File: src/design/rskd_pkg.sv
// Shared types and constants for the small RSA key derivation block.
`timescale 1ns / 1ps
package rskd_pkg;
    typedef enum logic [1:0] {
        DIV_NONE,
        DIV_PRIME,
        DIV_EUCLID
    } div_use_t;

    typedef struct packed {
        logic load;
        logic mul_start;
        logic prime_start;
        logic prime_sel_q;
        logic euclid_start;
        logic out_load;
    } rskd_cmd_t;

    typedef struct packed {
        logic mul_done;
        logic prime_done;
        logic euclid_done;
    } rskd_stat_t;
endpackage

File: src/design/rskd_if.sv
// Valid/ready channel interfaces for input and result items.
`timescale 1ns / 1ps
interface rskd_in_if;
    logic        valid;
    logic        ready;
    logic [15:0] prime_p;
    logic [15:0] prime_q;
    logic [15:0] public_exp;
    modport source (output valid, prime_p, prime_q, public_exp, input ready);
    modport sink (input valid, prime_p, prime_q, public_exp, output ready);
endinterface

interface rskd_out_if;
    logic        valid;
    logic        ready;
    logic [30:0] modulus;
    logic [30:0] totient;
    logic        p_is_prime;
    logic        q_is_prime;
    logic        primes_differ;
    logic        exp_coprime;
    logic [30:0] private_exp;
    logic        key_valid;
    modport source (output valid, modulus, totient, p_is_prime, q_is_prime, primes_differ,
                    exp_coprime, private_exp, key_valid, input ready);
    modport sink (input valid, modulus, totient, p_is_prime, q_is_prime, primes_differ,
                  exp_coprime, private_exp, key_valid, output ready);
endinterface

File: src/design/rsa_small_key_derive_top.sv
// Top level of the small RSA key derivation block.
`timescale 1ns / 1ps
// One key at a time: the block takes p, q and e, tests both candidates for
// primality by odd trial division up to the square root, then computes the
// inverse of e modulo (p-1)(q-1) with the extended Euclid algorithm. Every
// division runs on one shared radix-2 divider: one division per trial divisor
// (up to 127 per prime at 16 bits), one to reduce e modulo the totient and
// one per Euclid step. The next item is taken once the result has been
// delivered.
module rsa_small_key_derive_top #(
    parameter int PRIME_BITS = 16
) (
    input  logic       clk,
    input  logic       rst_n,
    rskd_in_if.sink    in_ch,
    rskd_out_if.source out_ch
);
    import rskd_pkg::*;

    rskd_cmd_t  cmd;
    rskd_stat_t stat;

    rskd_ctrl u_ctrl (
        .clk       (clk),
        .rst_n     (rst_n),
        .in_valid  (in_ch.valid),
        .in_ready  (in_ch.ready),
        .out_valid (out_ch.valid),
        .out_ready (out_ch.ready),
        .cmd       (cmd),
        .stat      (stat)
    );

    rskd_datapath #(.PRIME_BITS(PRIME_BITS)) u_dp (
        .clk           (clk),
        .rst_n         (rst_n),
        .cmd           (cmd),
        .stat          (stat),
        .in_p          (in_ch.prime_p),
        .in_q          (in_ch.prime_q),
        .in_e          (in_ch.public_exp),
        .modulus       (out_ch.modulus),
        .totient       (out_ch.totient),
        .p_is_prime    (out_ch.p_is_prime),
        .q_is_prime    (out_ch.q_is_prime),
        .primes_differ (out_ch.primes_differ),
        .exp_coprime   (out_ch.exp_coprime),
        .private_exp   (out_ch.private_exp),
        .key_valid     (out_ch.key_valid)
    );
endmodule

File: src/design/rskd_div.sv
// Shared restoring divider, one quotient bit per cycle, 32-bit operands.
`timescale 1ns / 1ps
module rskd_div (
    input  logic        clk,
    input  logic        rst_n,
    input  logic        start,
    input  logic [31:0] dividend,
    input  logic [31:0] divisor,
    output logic        done,
    output logic [31:0] quotient,
    output logic [31:0] remainder
);
    logic [31:0] quo_reg, quo_next;
    logic [31:0] rem_reg, rem_next;
    logic [31:0] dsr_reg, dsr_next;
    logic [5:0]  cnt_reg, cnt_next;
    logic        busy_reg, busy_next;
    logic        done_reg, done_next;
    logic [32:0] trial;

    always_comb
    begin
        quo_next  = quo_reg;
        rem_next  = rem_reg;
        dsr_next  = dsr_reg;
        cnt_next  = cnt_reg;
        busy_next = busy_reg;
        done_next = 1'b0;
        trial     = '0;
        if (start)
        begin
            quo_next  = dividend;
            rem_next  = '0;
            dsr_next  = divisor;
            cnt_next  = 6'd32;
            busy_next = 1'b1;
        end
        else if (busy_reg)
        begin
            trial = {rem_reg, quo_reg[31]} - {1'b0, dsr_reg};
            if (!trial[32])
            begin
                rem_next = trial[31:0];
                quo_next = {quo_reg[30:0], 1'b1};
            end
            else
            begin
                rem_next = {rem_reg[30:0], quo_reg[31]};
                quo_next = {quo_reg[30:0], 1'b0};
            end
            cnt_next = cnt_reg - 6'd1;
            if (cnt_reg == 6'd1)
            begin
                busy_next = 1'b0;
                done_next = 1'b1;
            end
        end
    end

    always_ff @(posedge clk or negedge rst_n)
    begin
        if (!rst_n)
        begin
            busy_reg <= 1'b0;
            done_reg <= 1'b0;
            cnt_reg  <= '0;
        end
        else
        begin
            busy_reg <= busy_next;
            done_reg <= done_next;
            cnt_reg  <= cnt_next;
        end
    end

    always_ff @(posedge clk)
    begin
        quo_reg <= quo_next;
        rem_reg <= rem_next;
        dsr_reg <= dsr_next;
    end

    assign done      = done_reg;
    assign quotient  = quo_reg;
    assign remainder = rem_reg;
endmodule

File: src/design/rskd_datapath.sv
// Datapath: operand registers, products, trial division and extended Euclid.
`timescale 1ns / 1ps
module rskd_datapath #(
    parameter int PRIME_BITS = 16
) (
    input  logic                 clk,
    input  logic                 rst_n,
    input  rskd_pkg::rskd_cmd_t  cmd,
    output rskd_pkg::rskd_stat_t stat,
    input  logic [15:0]          in_p,
    input  logic [15:0]          in_q,
    input  logic [15:0]          in_e,
    output logic [30:0]          modulus,
    output logic [30:0]          totient,
    output logic                 p_is_prime,
    output logic                 q_is_prime,
    output logic                 primes_differ,
    output logic                 exp_coprime,
    output logic [30:0]          private_exp,
    output logic                 key_valid
);
    import rskd_pkg::*;

    typedef enum logic [2:0] {
        PR_IDLE, PR_CHECK, PR_DIV, PR_WAIT
    } pr_state_t;
    typedef enum logic [2:0] {
        EU_IDLE, EU_MOD, EU_MODW, EU_TEST, EU_DIVW, EU_MUL, EU_FIX
    } eu_state_t;

    localparam logic [15:0] IN_MASK = 16'((32'd1 << PRIME_BITS) - 32'd1);

    logic [15:0] p_reg, q_reg, e_reg;
    logic [30:0] n_reg, z_reg;
    logic        mul_done_reg;
    logic        pp_reg, qp_reg;

    // prime test
    pr_state_t   pr_reg;
    logic [15:0] cand_reg;
    logic [15:0] k_reg;
    logic        sel_q_reg;
    logic        pr_done_reg;

    // euclid
    eu_state_t          eu_reg;
    logic [31:0]        r0_reg, r1_reg;
    logic signed [33:0] t0_reg, t1_reg;
    logic [31:0]        qt_reg;
    logic               cop_reg;
    logic [30:0]        d_reg;
    logic               eu_done_reg;

    // shared divider
    logic        div_start;
    logic [31:0] div_a, div_b;
    logic        div_done;
    logic [31:0] div_q, div_r;
    div_use_t    div_owner_reg;

    logic [15:0] pm, qm;
    logic [31:0] kk;
    logic signed [33:0] t_new;
    logic signed [67:0] prod;

    assign pm   = (p_reg == 16'd0) ? 16'd0 : p_reg - 16'd1;
    assign qm   = (q_reg == 16'd0) ? 16'd0 : q_reg - 16'd1;
    assign kk   = {16'd0, k_reg} * {16'd0, k_reg};
    assign prod = $signed({2'b00, qt_reg}) * t1_reg;
    assign t_new = t0_reg - prod[33:0];

    rskd_div u_div (
        .clk       (clk),
        .rst_n     (rst_n),
        .start     (div_start),
        .dividend  (div_a),
        .divisor   (div_b),
        .done      (div_done),
        .quotient  (div_q),
        .remainder (div_r)
    );

    always_comb
    begin
        div_start = 1'b0;
        div_a     = '0;
        div_b     = '0;
        if (pr_reg == PR_CHECK && cand_reg > 16'd2 && cand_reg[0] && kk <= {16'd0, cand_reg})
        begin
            div_start = 1'b1;
            div_a     = {16'd0, cand_reg};
            div_b     = {16'd0, k_reg};
        end
        else if (eu_reg == EU_MOD)
        begin
            div_start = 1'b1;
            div_a     = {16'd0, e_reg};
            div_b     = {1'b0, z_reg};
        end
        else if (eu_reg == EU_TEST && r1_reg != 32'd0)
        begin
            div_start = 1'b1;
            div_a     = r0_reg;
            div_b     = r1_reg;
        end
    end

    always_ff @(posedge clk or negedge rst_n)
    begin
        if (!rst_n)
        begin
            pr_reg        <= PR_IDLE;
            eu_reg        <= EU_IDLE;
            mul_done_reg  <= 1'b0;
            pr_done_reg   <= 1'b0;
            eu_done_reg   <= 1'b0;
            div_owner_reg <= DIV_NONE;
        end
        else
        begin
            mul_done_reg <= cmd.mul_start;
            pr_done_reg  <= 1'b0;
            eu_done_reg  <= 1'b0;
            if (div_start)
            begin
                div_owner_reg <= (pr_reg == PR_CHECK) ? DIV_PRIME : DIV_EUCLID;
            end

            unique case (pr_reg)
                PR_IDLE:
                begin
                    if (cmd.prime_start)
                    begin
                        pr_reg <= PR_CHECK;
                    end
                end
                PR_CHECK:
                begin
                    if (div_start)
                    begin
                        pr_reg <= PR_DIV;
                    end
                    else
                    begin
                        pr_reg      <= PR_WAIT;
                        pr_done_reg <= 1'b1;
                    end
                end
                PR_DIV:
                begin
                    if (div_done)
                    begin
                        if (div_r == 32'd0)
                        begin
                            pr_reg      <= PR_WAIT;
                            pr_done_reg <= 1'b1;
                        end
                        else
                        begin
                            pr_reg <= PR_CHECK;
                        end
                    end
                end
                PR_WAIT:
                begin
                    pr_reg <= PR_IDLE;
                end
                default:
                begin
                    pr_reg <= PR_IDLE;
                end
            endcase

            unique case (eu_reg)
                EU_IDLE:
                begin
                    if (cmd.euclid_start)
                    begin
                        if (z_reg < 31'd2)
                        begin
                            eu_done_reg <= 1'b1;
                        end
                        else
                        begin
                            eu_reg <= EU_MOD;
                        end
                    end
                end
                EU_MOD:  eu_reg <= EU_MODW;
                EU_MODW:
                begin
                    if (div_done)
                    begin
                        eu_reg <= EU_TEST;
                    end
                end
                EU_TEST:
                begin
                    if (r1_reg == 32'd0)
                    begin
                        if (r0_reg == 32'd1)
                        begin
                            eu_reg <= EU_FIX;
                        end
                        else
                        begin
                            eu_reg      <= EU_IDLE;
                            eu_done_reg <= 1'b1;
                        end
                    end
                    else
                    begin
                        eu_reg <= EU_DIVW;
                    end
                end
                EU_DIVW:
                begin
                    if (div_done)
                    begin
                        eu_reg <= EU_MUL;
                    end
                end
                EU_MUL:  eu_reg <= EU_TEST;
                EU_FIX:
                begin
                    eu_reg      <= EU_IDLE;
                    eu_done_reg <= 1'b1;
                end
                default: eu_reg <= EU_IDLE;
            endcase
        end
    end

    always_ff @(posedge clk)
    begin
        if (cmd.load)
        begin
            p_reg <= in_p & IN_MASK;
            q_reg <= in_q & IN_MASK;
            e_reg <= in_e & IN_MASK;
        end
        if (cmd.mul_start)
        begin
            n_reg <= 31'({16'd0, p_reg} * {16'd0, q_reg});
            z_reg <= 31'({16'd0, pm} * {16'd0, qm});
        end

        if (pr_reg == PR_IDLE && cmd.prime_start)
        begin
            cand_reg  <= cmd.prime_sel_q ? q_reg : p_reg;
            sel_q_reg <= cmd.prime_sel_q;
            k_reg     <= 16'd3;
        end
        else if (pr_reg == PR_CHECK && !div_start)
        begin
            if (sel_q_reg)
            begin
                qp_reg <= (cand_reg == 16'd2) || (cand_reg > 16'd2 && cand_reg[0]);
            end
            else
            begin
                pp_reg <= (cand_reg == 16'd2) || (cand_reg > 16'd2 && cand_reg[0]);
            end
        end
        else if (pr_reg == PR_DIV && div_done && div_owner_reg == DIV_PRIME)
        begin
            if (div_r == 32'd0)
            begin
                if (sel_q_reg)
                begin
                    qp_reg <= 1'b0;
                end
                else
                begin
                    pp_reg <= 1'b0;
                end
            end
            k_reg <= k_reg + 16'd2;
        end

        if (eu_reg == EU_IDLE && cmd.euclid_start)
        begin
            cop_reg <= 1'b0;
            d_reg   <= '0;
            r0_reg  <= {1'b0, z_reg};
            t0_reg  <= '0;
            t1_reg  <= 34'sd1;
        end
        else if (eu_reg == EU_MODW && div_done)
        begin
            r1_reg <= div_r;
        end
        else if (eu_reg == EU_DIVW && div_done)
        begin
            qt_reg <= div_q;
            r0_reg <= r1_reg;
            r1_reg <= div_r;
        end
        else if (eu_reg == EU_MUL)
        begin
            t0_reg <= t1_reg;
            t1_reg <= t_new;
        end
        else if (eu_reg == EU_FIX)
        begin
            cop_reg <= 1'b1;
            d_reg   <= t0_reg[33] ? 31'(t0_reg + $signed({3'b000, z_reg})) : t0_reg[30:0];
        end

        if (cmd.out_load)
        begin
            modulus       <= n_reg;
            totient       <= z_reg;
            p_is_prime    <= pp_reg;
            q_is_prime    <= qp_reg;
            primes_differ <= (p_reg != q_reg);
            exp_coprime   <= cop_reg;
            private_exp   <= d_reg;
            key_valid     <= pp_reg && qp_reg && (p_reg != q_reg) && cop_reg;
        end
    end

    assign stat.mul_done    = mul_done_reg;
    assign stat.prime_done  = pr_done_reg;
    assign stat.euclid_done = eu_done_reg;
endmodule

File: src/design/rskd_ctrl.sv
// Controller: sequences load, products, prime tests, inverse and result hand-off.
`timescale 1ns / 1ps
module rskd_ctrl (
    input  logic                 clk,
    input  logic                 rst_n,
    input  logic                 in_valid,
    output logic                 in_ready,
    output logic                 out_valid,
    input  logic                 out_ready,
    output rskd_pkg::rskd_cmd_t  cmd,
    input  rskd_pkg::rskd_stat_t stat
);
    import rskd_pkg::*;

    typedef enum logic [3:0] {
        S_IDLE, S_MUL, S_MULW, S_PP, S_PPW, S_QP, S_QPW, S_EU, S_EUW, S_OUT
    } state_t;

    state_t state_reg;
    logic   out_valid_reg;

    always_comb
    begin
        cmd = '0;
        cmd.load         = (state_reg == S_IDLE) && in_valid;
        cmd.mul_start    = (state_reg == S_MUL);
        cmd.prime_start  = (state_reg == S_PP) || (state_reg == S_QP);
        cmd.prime_sel_q  = (state_reg == S_QP);
        cmd.euclid_start = (state_reg == S_EU);
        cmd.out_load     = (state_reg == S_EUW) && stat.euclid_done;
    end

    always_ff @(posedge clk or negedge rst_n)
    begin
        if (!rst_n)
        begin
            state_reg     <= S_IDLE;
            out_valid_reg <= 1'b0;
        end
        else
        begin
            unique case (state_reg)
                S_IDLE: if (in_valid) state_reg <= S_MUL;
                S_MUL:  state_reg <= S_MULW;
                S_MULW: if (stat.mul_done) state_reg <= S_PP;
                S_PP:   state_reg <= S_PPW;
                S_PPW:  if (stat.prime_done) state_reg <= S_QP;
                S_QP:   state_reg <= S_QPW;
                S_QPW:  if (stat.prime_done) state_reg <= S_EU;
                S_EU:   state_reg <= S_EUW;
                S_EUW:
                begin
                    if (stat.euclid_done)
                    begin
                        state_reg     <= S_OUT;
                        out_valid_reg <= 1'b1;
                    end
                end
                S_OUT:
                begin
                    if (out_ready)
                    begin
                        state_reg     <= S_IDLE;
                        out_valid_reg <= 1'b0;
                    end
                end
                default: state_reg <= S_IDLE;
            endcase
        end
    end

    assign in_ready  = (state_reg == S_IDLE);
    assign out_valid = out_valid_reg;
endmodule

File: src/flat_wrapper.sv
// flat-port wrapper written by rule: the top's interface ports become plain ports
module rsa_small_key_derive_top_flat import rskd_pkg::*;
#(
    parameter int PRIME_BITS = 16
)
  (clk, rst_n, in_ch_valid, in_ch_prime_p, in_ch_prime_q, in_ch_public_exp, in_ch_ready, out_ch_valid, out_ch_modulus, out_ch_totient, out_ch_p_is_prime, out_ch_q_is_prime, out_ch_primes_differ, out_ch_exp_coprime, out_ch_private_exp, out_ch_key_valid, out_ch_ready);
  rskd_in_if in_ch_i ();
  rskd_out_if out_ch_i ();
  input  logic clk;
  input  logic rst_n;
  input wire logic [$bits(in_ch_i.valid)-1:0] in_ch_valid;
  input wire logic [$bits(in_ch_i.prime_p)-1:0] in_ch_prime_p;
  input wire logic [$bits(in_ch_i.prime_q)-1:0] in_ch_prime_q;
  input wire logic [$bits(in_ch_i.public_exp)-1:0] in_ch_public_exp;
  output wire logic [$bits(in_ch_i.ready)-1:0] in_ch_ready;
  output wire logic [$bits(out_ch_i.valid)-1:0] out_ch_valid;
  output wire logic [$bits(out_ch_i.modulus)-1:0] out_ch_modulus;
  output wire logic [$bits(out_ch_i.totient)-1:0] out_ch_totient;
  output wire logic [$bits(out_ch_i.p_is_prime)-1:0] out_ch_p_is_prime;
  output wire logic [$bits(out_ch_i.q_is_prime)-1:0] out_ch_q_is_prime;
  output wire logic [$bits(out_ch_i.primes_differ)-1:0] out_ch_primes_differ;
  output wire logic [$bits(out_ch_i.exp_coprime)-1:0] out_ch_exp_coprime;
  output wire logic [$bits(out_ch_i.private_exp)-1:0] out_ch_private_exp;
  output wire logic [$bits(out_ch_i.key_valid)-1:0] out_ch_key_valid;
  input wire logic [$bits(out_ch_i.ready)-1:0] out_ch_ready;
  assign in_ch_i.valid = in_ch_valid;
  assign in_ch_i.prime_p = in_ch_prime_p;
  assign in_ch_i.prime_q = in_ch_prime_q;
  assign in_ch_i.public_exp = in_ch_public_exp;
  assign in_ch_ready = in_ch_i.ready;
  assign out_ch_valid = out_ch_i.valid;
  assign out_ch_modulus = out_ch_i.modulus;
  assign out_ch_totient = out_ch_i.totient;
  assign out_ch_p_is_prime = out_ch_i.p_is_prime;
  assign out_ch_q_is_prime = out_ch_i.q_is_prime;
  assign out_ch_primes_differ = out_ch_i.primes_differ;
  assign out_ch_exp_coprime = out_ch_i.exp_coprime;
  assign out_ch_private_exp = out_ch_i.private_exp;
  assign out_ch_key_valid = out_ch_i.key_valid;
  assign out_ch_i.ready = out_ch_ready;
  rsa_small_key_derive_top #(.PRIME_BITS(PRIME_BITS)) u_core (.clk(clk), .rst_n(rst_n), .in_ch(in_ch_i), .out_ch(out_ch_i));
endmodule
File: config.mk
export PLATFORM = sky130hd
export DESIGN_NAME = rsa_small_key_derive_top_flat
export DESIGN_NICKNAME = d
export VERILOG_FILES = /design/src/design/rskd_pkg.sv /design/src/design/rskd_if.sv /design/src/design/rsa_small_key_derive_top.sv /design/src/design/rskd_div.sv /design/src/design/rskd_datapath.sv /design/src/design/rskd_ctrl.sv /design/src/flat_wrapper.sv
export SDC_FILE = /design/constraint.sdc
export NUM_CORES = 2
export LEC_CHECK = 0
export BUFFER_PORTS_ARGS = -buffer_cell sky130_fd_sc_hd__buf_2
export CORE_MARGIN = 5
export CORE_UTILIZATION = 65
export DETAILED_ROUTE_END_ITERATION = 6
export GPL_TIMING_DRIVEN = 0
export PLACE_DENSITY = 0.86
export SLEW_MARGIN = 25
export SYNTH_ARGS = -nofsm -noshare
export SYNTH_HDL_FRONTEND = slang
export SYNTH_SLANG_ARGS = --single-unit
File: constraint.sdc
create_clock -name clk -period 12.2 [get_ports clk]
set_clock_uncertainty 0.05 [all_clocks]
set_input_delay 2.44 -clock clk [delete_from_list [all_inputs] [get_ports clk]]
set_output_delay 2.44 -clock clk [all_outputs]
set_load 0.05 [all_outputs]
=== Word-level counts from Yosys, hierarchy flattened ===
Cells that the tools add are included.

* Multiply operators: 4
* Equality and inequality tests: 39
* Multiplexer cells: 72
* Add/subtract/negate cells: 7
* Reductions and logical operators: 48
* Bitwise operators: 7
* Order comparisons: 3

{| class="wikitable"
|+ Operator list
! kind !! number
|-
| $mux W32 || 8
|-
| $mux W31 || 6
|-
| $logic_not A32 Y1 || 2
|-
| $mux W16 || 4
|-
| $mul A16 B16 Y31 || 2
|-
| $pmux W4 S10 || 1
|-
| $mul A33 B34 Y34 || 1
|-
| $sub A34 B34 Y34 || 1
|-
| $sub A33 B32 Y33 || 1
|-
| $eq A32 B1 Y1 const B || 1
|-
| $le A32 B16 Y1 || 1
|-
| $logic_not A16 Y1 || 2
|-
| $mul A16 B16 Y32 || 1
|-
| $reduce_bool A32 Y1 || 1
|-
| $sub A16 B1 Y16 const B || 2
|-
| $add A31 B31 Y31 || 1
|-
| $lt A31 B2 Y1 const B || 1
|-
| $mux W1 || 30
|-
| $mux W3 || 8
|-
| $mux W4 || 6
|-
| $ne A2 B2 Y1 const B || 12
|-
| $pmux W3 S6 || 1
|-
| $logic_and A1 B1 Y1 || 17
|-
| $add A16 B2 Y16 const B || 1
|-
| other kinds (32) || 69
|}

* Output and inout port bits: 100
* Register bits after elaboration: 559

=== Logic depth before layout (Yosys ltp) ===
* Depth in word-level cells: 9
* Mapped depth: 37
* Depth with buffers taken out: 33

=== Hierarchy ===
A second synthesis with hierarchy kept.

* Cells, all modules: 6,873
* Area total of the unflattened synthesis: 67,342.1 sq um

{| class="wikitable"
|+ Modules (own cells, without submodules)
! module !! seq. area each (sq um) !! instances !! area each (sq um) !! cells each
|-
| rskd_datapath || 12,241.7 || 1 || 61,021.0 || 6,265
|-
| rskd_div || 2,762.6 || 1 || 5,970.7 || 569
|-
| rskd_ctrl || 125.1 || 1 || 350.3 || 39
|}

=== Least setup slack after synthesis ===
OpenSTA, ideal clock, no wires.

* Path type: register to register
* From: reg u_core.u_dp.k_reg[9]
* To: reg u_core.u_dp.u_div.quo_reg[0] (netlist: u_core.u_dp.u_div.quotient[0]) (enable)
* Arrival: 8.098 ns
* Stages on the path, launching flop included: 32
* Period minus slack after synthesis: 8.542 ns
* Setup slack: 3.658 ns
* Cell sequence: dfxtp_1 -> clkbuf_1 -> nand2_1 -> fa_1 -> fa_1 -> inv_1 -> fa_1 -> inv_1 -> fa_1 -> inv_1 -> fa_1 -> inv_1 -> fa_1 -> inv_1 -> ha_1 -> and3_1 -> o21ai_0 -> a21oi_1 -> o31a_1 -> nor2_1 -> o21bai_1 -> a21oi_1 -> xnor2_1 -> ha_1 -> nand3_1 -> or3_1 -> nor3_1 -> o21ai_0 -> nor4_1 -> nand4_4 -> clkbuf_1 -> nand3_1

* Cells in the longest elaborated chain, start to end: 5

{| class="wikitable"
|+ RTL lines
! what !! line !! RTL
|-
| start, declared || rskd_datapath.sv:41 || <nowiki>logic [15:0] k_reg;</nowiki>
|-
| start signal, assigned || rskd_datapath.sv:278 || <nowiki>k_reg <= k_reg + 16'd2;</nowiki>
|-
| $mul A16 B16 Y32 || rskd_datapath.sv:68 || <nowiki>assign kk = {16'd0, k_reg} * {16'd0, k_reg};</nowiki>
|-
| $le A32 B16 Y1 || rskd_datapath.sv:88 || <nowiki>if (pr_reg == PR_CHECK && cand_reg > 16'd2 && cand_reg[0] && kk <= {16'd0, cand_reg})</nowiki>
|-
| $logic_and A1 B1 Y1 || rskd_datapath.sv:88 ||
|-
| $mux W1 || rskd_datapath.sv:88 ||
|-
| $reduce_bool A2 Y1 (no source line) || - ||
|-
| end signal, assigned || rskd_div.sv:78 || <nowiki>quo_reg <= quo_next;</nowiki>
|-
| end, declared || rskd_div.sv:13 || <nowiki>logic [31:0] quo_reg, quo_next;</nowiki>
|}

Every way passes these cells.
A chain may end at the register's enable or synchronous reset.

=== Worst setup path after layout ===
* From: reg u_core.u_dp.q_reg[1]
* To: reg u_core.u_dp.z_reg[29] (data pin)

* Cells in the longest elaborated chain, start to end: 3
* Elaborated cells on any way between the ends: 4

{| class="wikitable"
|+ RTL lines
! what !! line !! RTL
|-
| start, declared || rskd_datapath.sv:33 || <nowiki>logic [15:0] p_reg, q_reg, e_reg;</nowiki>
|-
| start signal, assigned || rskd_datapath.sv:239 || <nowiki>q_reg <= in_q & IN_MASK;</nowiki>
|-
| $sub A16 B1 Y16 / $logic_not A16 Y1 (equally long branches) || rskd_datapath.sv:67 || <nowiki>assign qm = (q_reg == 16'd0) ? 16'd0 : q_reg - 16'd1;</nowiki>
|-
| $mux W16 (*) || rskd_datapath.sv:67 ||
|-
| $mul A16 B16 Y31 (*) || rskd_datapath.sv:245 || <nowiki>z_reg <= 31'({16'd0, pm} * {16'd0, qm});</nowiki>
|-
| end signal, assigned || rskd_datapath.sv:245 ||
|-
| end, declared || rskd_datapath.sv:34 || <nowiki>logic [30:0] n_reg, z_reg;</nowiki>
|}

Mark *: on every way between the ends. The rest lies on a longest branch, timed or not.

==> flow_summary.yaml <==
global_route:
  grt_max_degree: 43
  grt_pass1_wl_mm: 317
  antenna_found_initial: 24
  grt_pass1_vias: 54615
  grt_overflow: 0
  grt_use_total_pct: 38.5
detailed_routing:
  ant_nets: 0
  via_count: 53119
  dr.first_iter.drc_count: 6442
  wl_per_cell_um: 24.3
  via_per_inst: 6.17
  post-route-drc-count: 14
  drt-total-wl_mm: 209
  drt_pre_antenna_iters: 7
clock_tree:
  clk_latency_ps: 660
  clk_path_buf_depth: 3
  cts-hold-fix-buffers: 0
  clock_sinks: 557
  cts_setup_buffers: 0
  cts_tree: "built"
  cts-htree-levels: 3
  cts-buffers-inserted: 67
  cts_root_buf: "clkbuf_16"
  cts_resized: 0
  clkTransAtPathRegs_ps: 60
yosys:
  synthSimpleGateAreaFrac_pct: 15.2
  synth_xor_area_share_pct: 3.23
  synth_cell_type_count: 81
  syn_area_um2: 67000
  synthFlopType: "edfxtp_1"
  synth_seq_cells: 557
  synth-seq-area-share_pct: 22.6
  avgSynthCellArea_um2: 9.67
  async_flop_share_pct: 4.13
  synth_warnings: 0
  synth-compound-area-share_pct: 7.21
  synth_cells: 6931
  synthMuxAreaShare_pct: 1.20
  yosys.area_share.adder_pct: 42.0
  synth_top_family_by_area: "adder cells"
  synth_nets: 8601
  synth_edf_count: 386
placement:
  dp_hpwl_mm: 166
  portBuffers: 151
  gp_congestion: 1.05
setup_path:
  slowest_delay_ps: 680
  crit_slowest_cell: "nor4_1"
  critPathArrivalTime_ps: 11000
  start_kind: "flop"
  critical_path.max_fanout: 10
  cp-end-kind: "flop"
  crit_top_cell: "fa_1"
  worstSetupPathType: "reg -> reg"
  cp.required_ps: 12550
cells_and_area:
  finalNetCount: 8840
  final_common_cell: "inv_1"
  layout_common_cells: "inv_1, fa_1, nand2_1, ha_1, and2_1"
  layout-drive-gt1-share_pct: 5.14
  area_growth_syn_to_layout_pct: 7.63
  fillCellCount: 7374
timing:
  hold_viol: 0
  tightest_slew_ps: 1270
  slew_headroom_pct: 15.3
  tns_ps: 0
  rsz0062_at_grt: "no"
  final-max-slew-violation-count: 0
  fin_crit_ps: 10650
  setup_viol: 0
  fin_crit_sh_pct: 87.3
  fmax_mhz: 93.9
floorplan:
  die-area_um2: 110000
  core_um2: 102000
  rows: 117
  ios: 152
  die_x_um: 331
  start_util_pct: 65.7
  die_y_um: 331
flow_run:
  max-cap-violations: 0
status:
  violations: "design-rule violations"
  status: "finished with violations"
min_path:
  holdCritPathClass: "reg -> reg"
-- worst paths after layout --
| path | from | to | slack, ps | cells past startpoint |
|---|---|---|---|---|
| max in group asynchronous | rst_n | u_core.u_dp.u_div.cnt_reg[4] | 9870 | 1 |
| min | u_core.u_dp.n_reg[29] | u_core.u_dp.modulus[29] | 360 | 0 |
| max reg2reg | u_core.u_dp.q_reg[1] | u_core.u_dp.z_reg[29] | 1550 | 32 |
| min in group asynchronous | rst_n | u_core.u_dp.div_owner_reg[1] | 1760 | 1 |
| max | u_core.u_dp.q_reg[1] | u_core.u_dp.z_reg[29] | 1550 | 32 |
| min reg2reg | u_core.u_dp.n_reg[29] | u_core.u_dp.modulus[29] | 360 | 0 |
-- routing by layer --
layer  up-vias  track usage [%]  wire, um
met4        12             20.0     14200
met5         -                0        70
met2      3810             56.9     88500
li1      22418                -         -
met1     26021             50.2     74000
met3       858             14.3     31900
-- critical path: cells and delay by family (launching register included) --
| family | cells | cell delay, ps |
|---|---|---|
| fa+ha+maj | 8 | 3670 |
| buf+inv | 10 | 2340 |
| compound gates | 7 | 2020 |
| simple gates | 6 | 1790 |
| flops | 1 | 440 |
| xor+xnor | 1 | 120 |
-- cell usage after synthesis, types with 17 or more instances --
cell type	count	share of area [%]
dfxtp_1	148	4.4
nand3_1	49	0.37
mux2_2	20	0.34
nand4_1	22	0.21
and3_1	20	0.19
edfxtp_1	386	17
ha_1	564	11
and2_1	508	4.7
a21oi_1	298	2.2
nor3_1	66	0.49
mux2i_1	58	0.87
dfrtp_1	23	0.86
nor2_1	369	2.1
fa_1	1054	31
a211oi_1	83	0.93
or2_2	27	0.25
nand2_1	928	5.2
nor4_1	56	0.52
inv_1	1176	6.6
a22oi_1	18	0.20
o21ai_0	95	0.71
a31oi_1	19	0.18
o21bai_1	18	0.20
o21a_1	25	0.28
a21o_1	71	0.80
nand2b_1	26	0.24
clkbuf_1	292	1.6
xnor2_1	185	2.4
buf_1	17	0.095
xor2_1	62	0.81
nor2b_1	37	0.35
-- per-stage QoR --
stage	worst slack [ps]	instances	cell area [um2]	utilization (%)	hold slack (ps)
after floorplan	3660	6931	67000	-	350
after global placement	1590	8450	69500	68.1	352
after detailed placement	1950	8469	69800	68.4	355
after CTS	1920	8592	72100	70.6	363
after global routing	1180	8592	72100	70.6	369
final	1550	8603	72100	70.7	363
-- cells by family (layout without fill, tap and decap cells) --
kind of cell | count (synthesis) | after routing
flops | 557 | 557
compound gates | 762 | 762
xor+xnor | 247 | 247
simple gates | 2156 | 2156
mux | 78 | 78
other cells | 0 | 11
fa+ha+maj | 1618 | 1618
buf+inv | 1513 | 1806
-- final cells by class --
type | count | area (um2) | share of cell area (%)
clock inverters | 39 | 422 | 0.585
multi-input cells | 4861 | 46200 | 64.1
repair buffers | 170 | 1060 | 1.47
flip-flops and latches | 557 | 15100 | 21.0
diodes | 11 | 27.5 | 0.0382
inverters | 1185 | 4450 | 6.17
clock buffers | 84 | 1820 | 2.53
well taps | 1368 | 1710 | 2.37
plain buffers | 328 | 1290 | 1.79
Power is not shown: default switching activity piles up to over one toggle a cycle in this logic, so the estimate is an artifact.
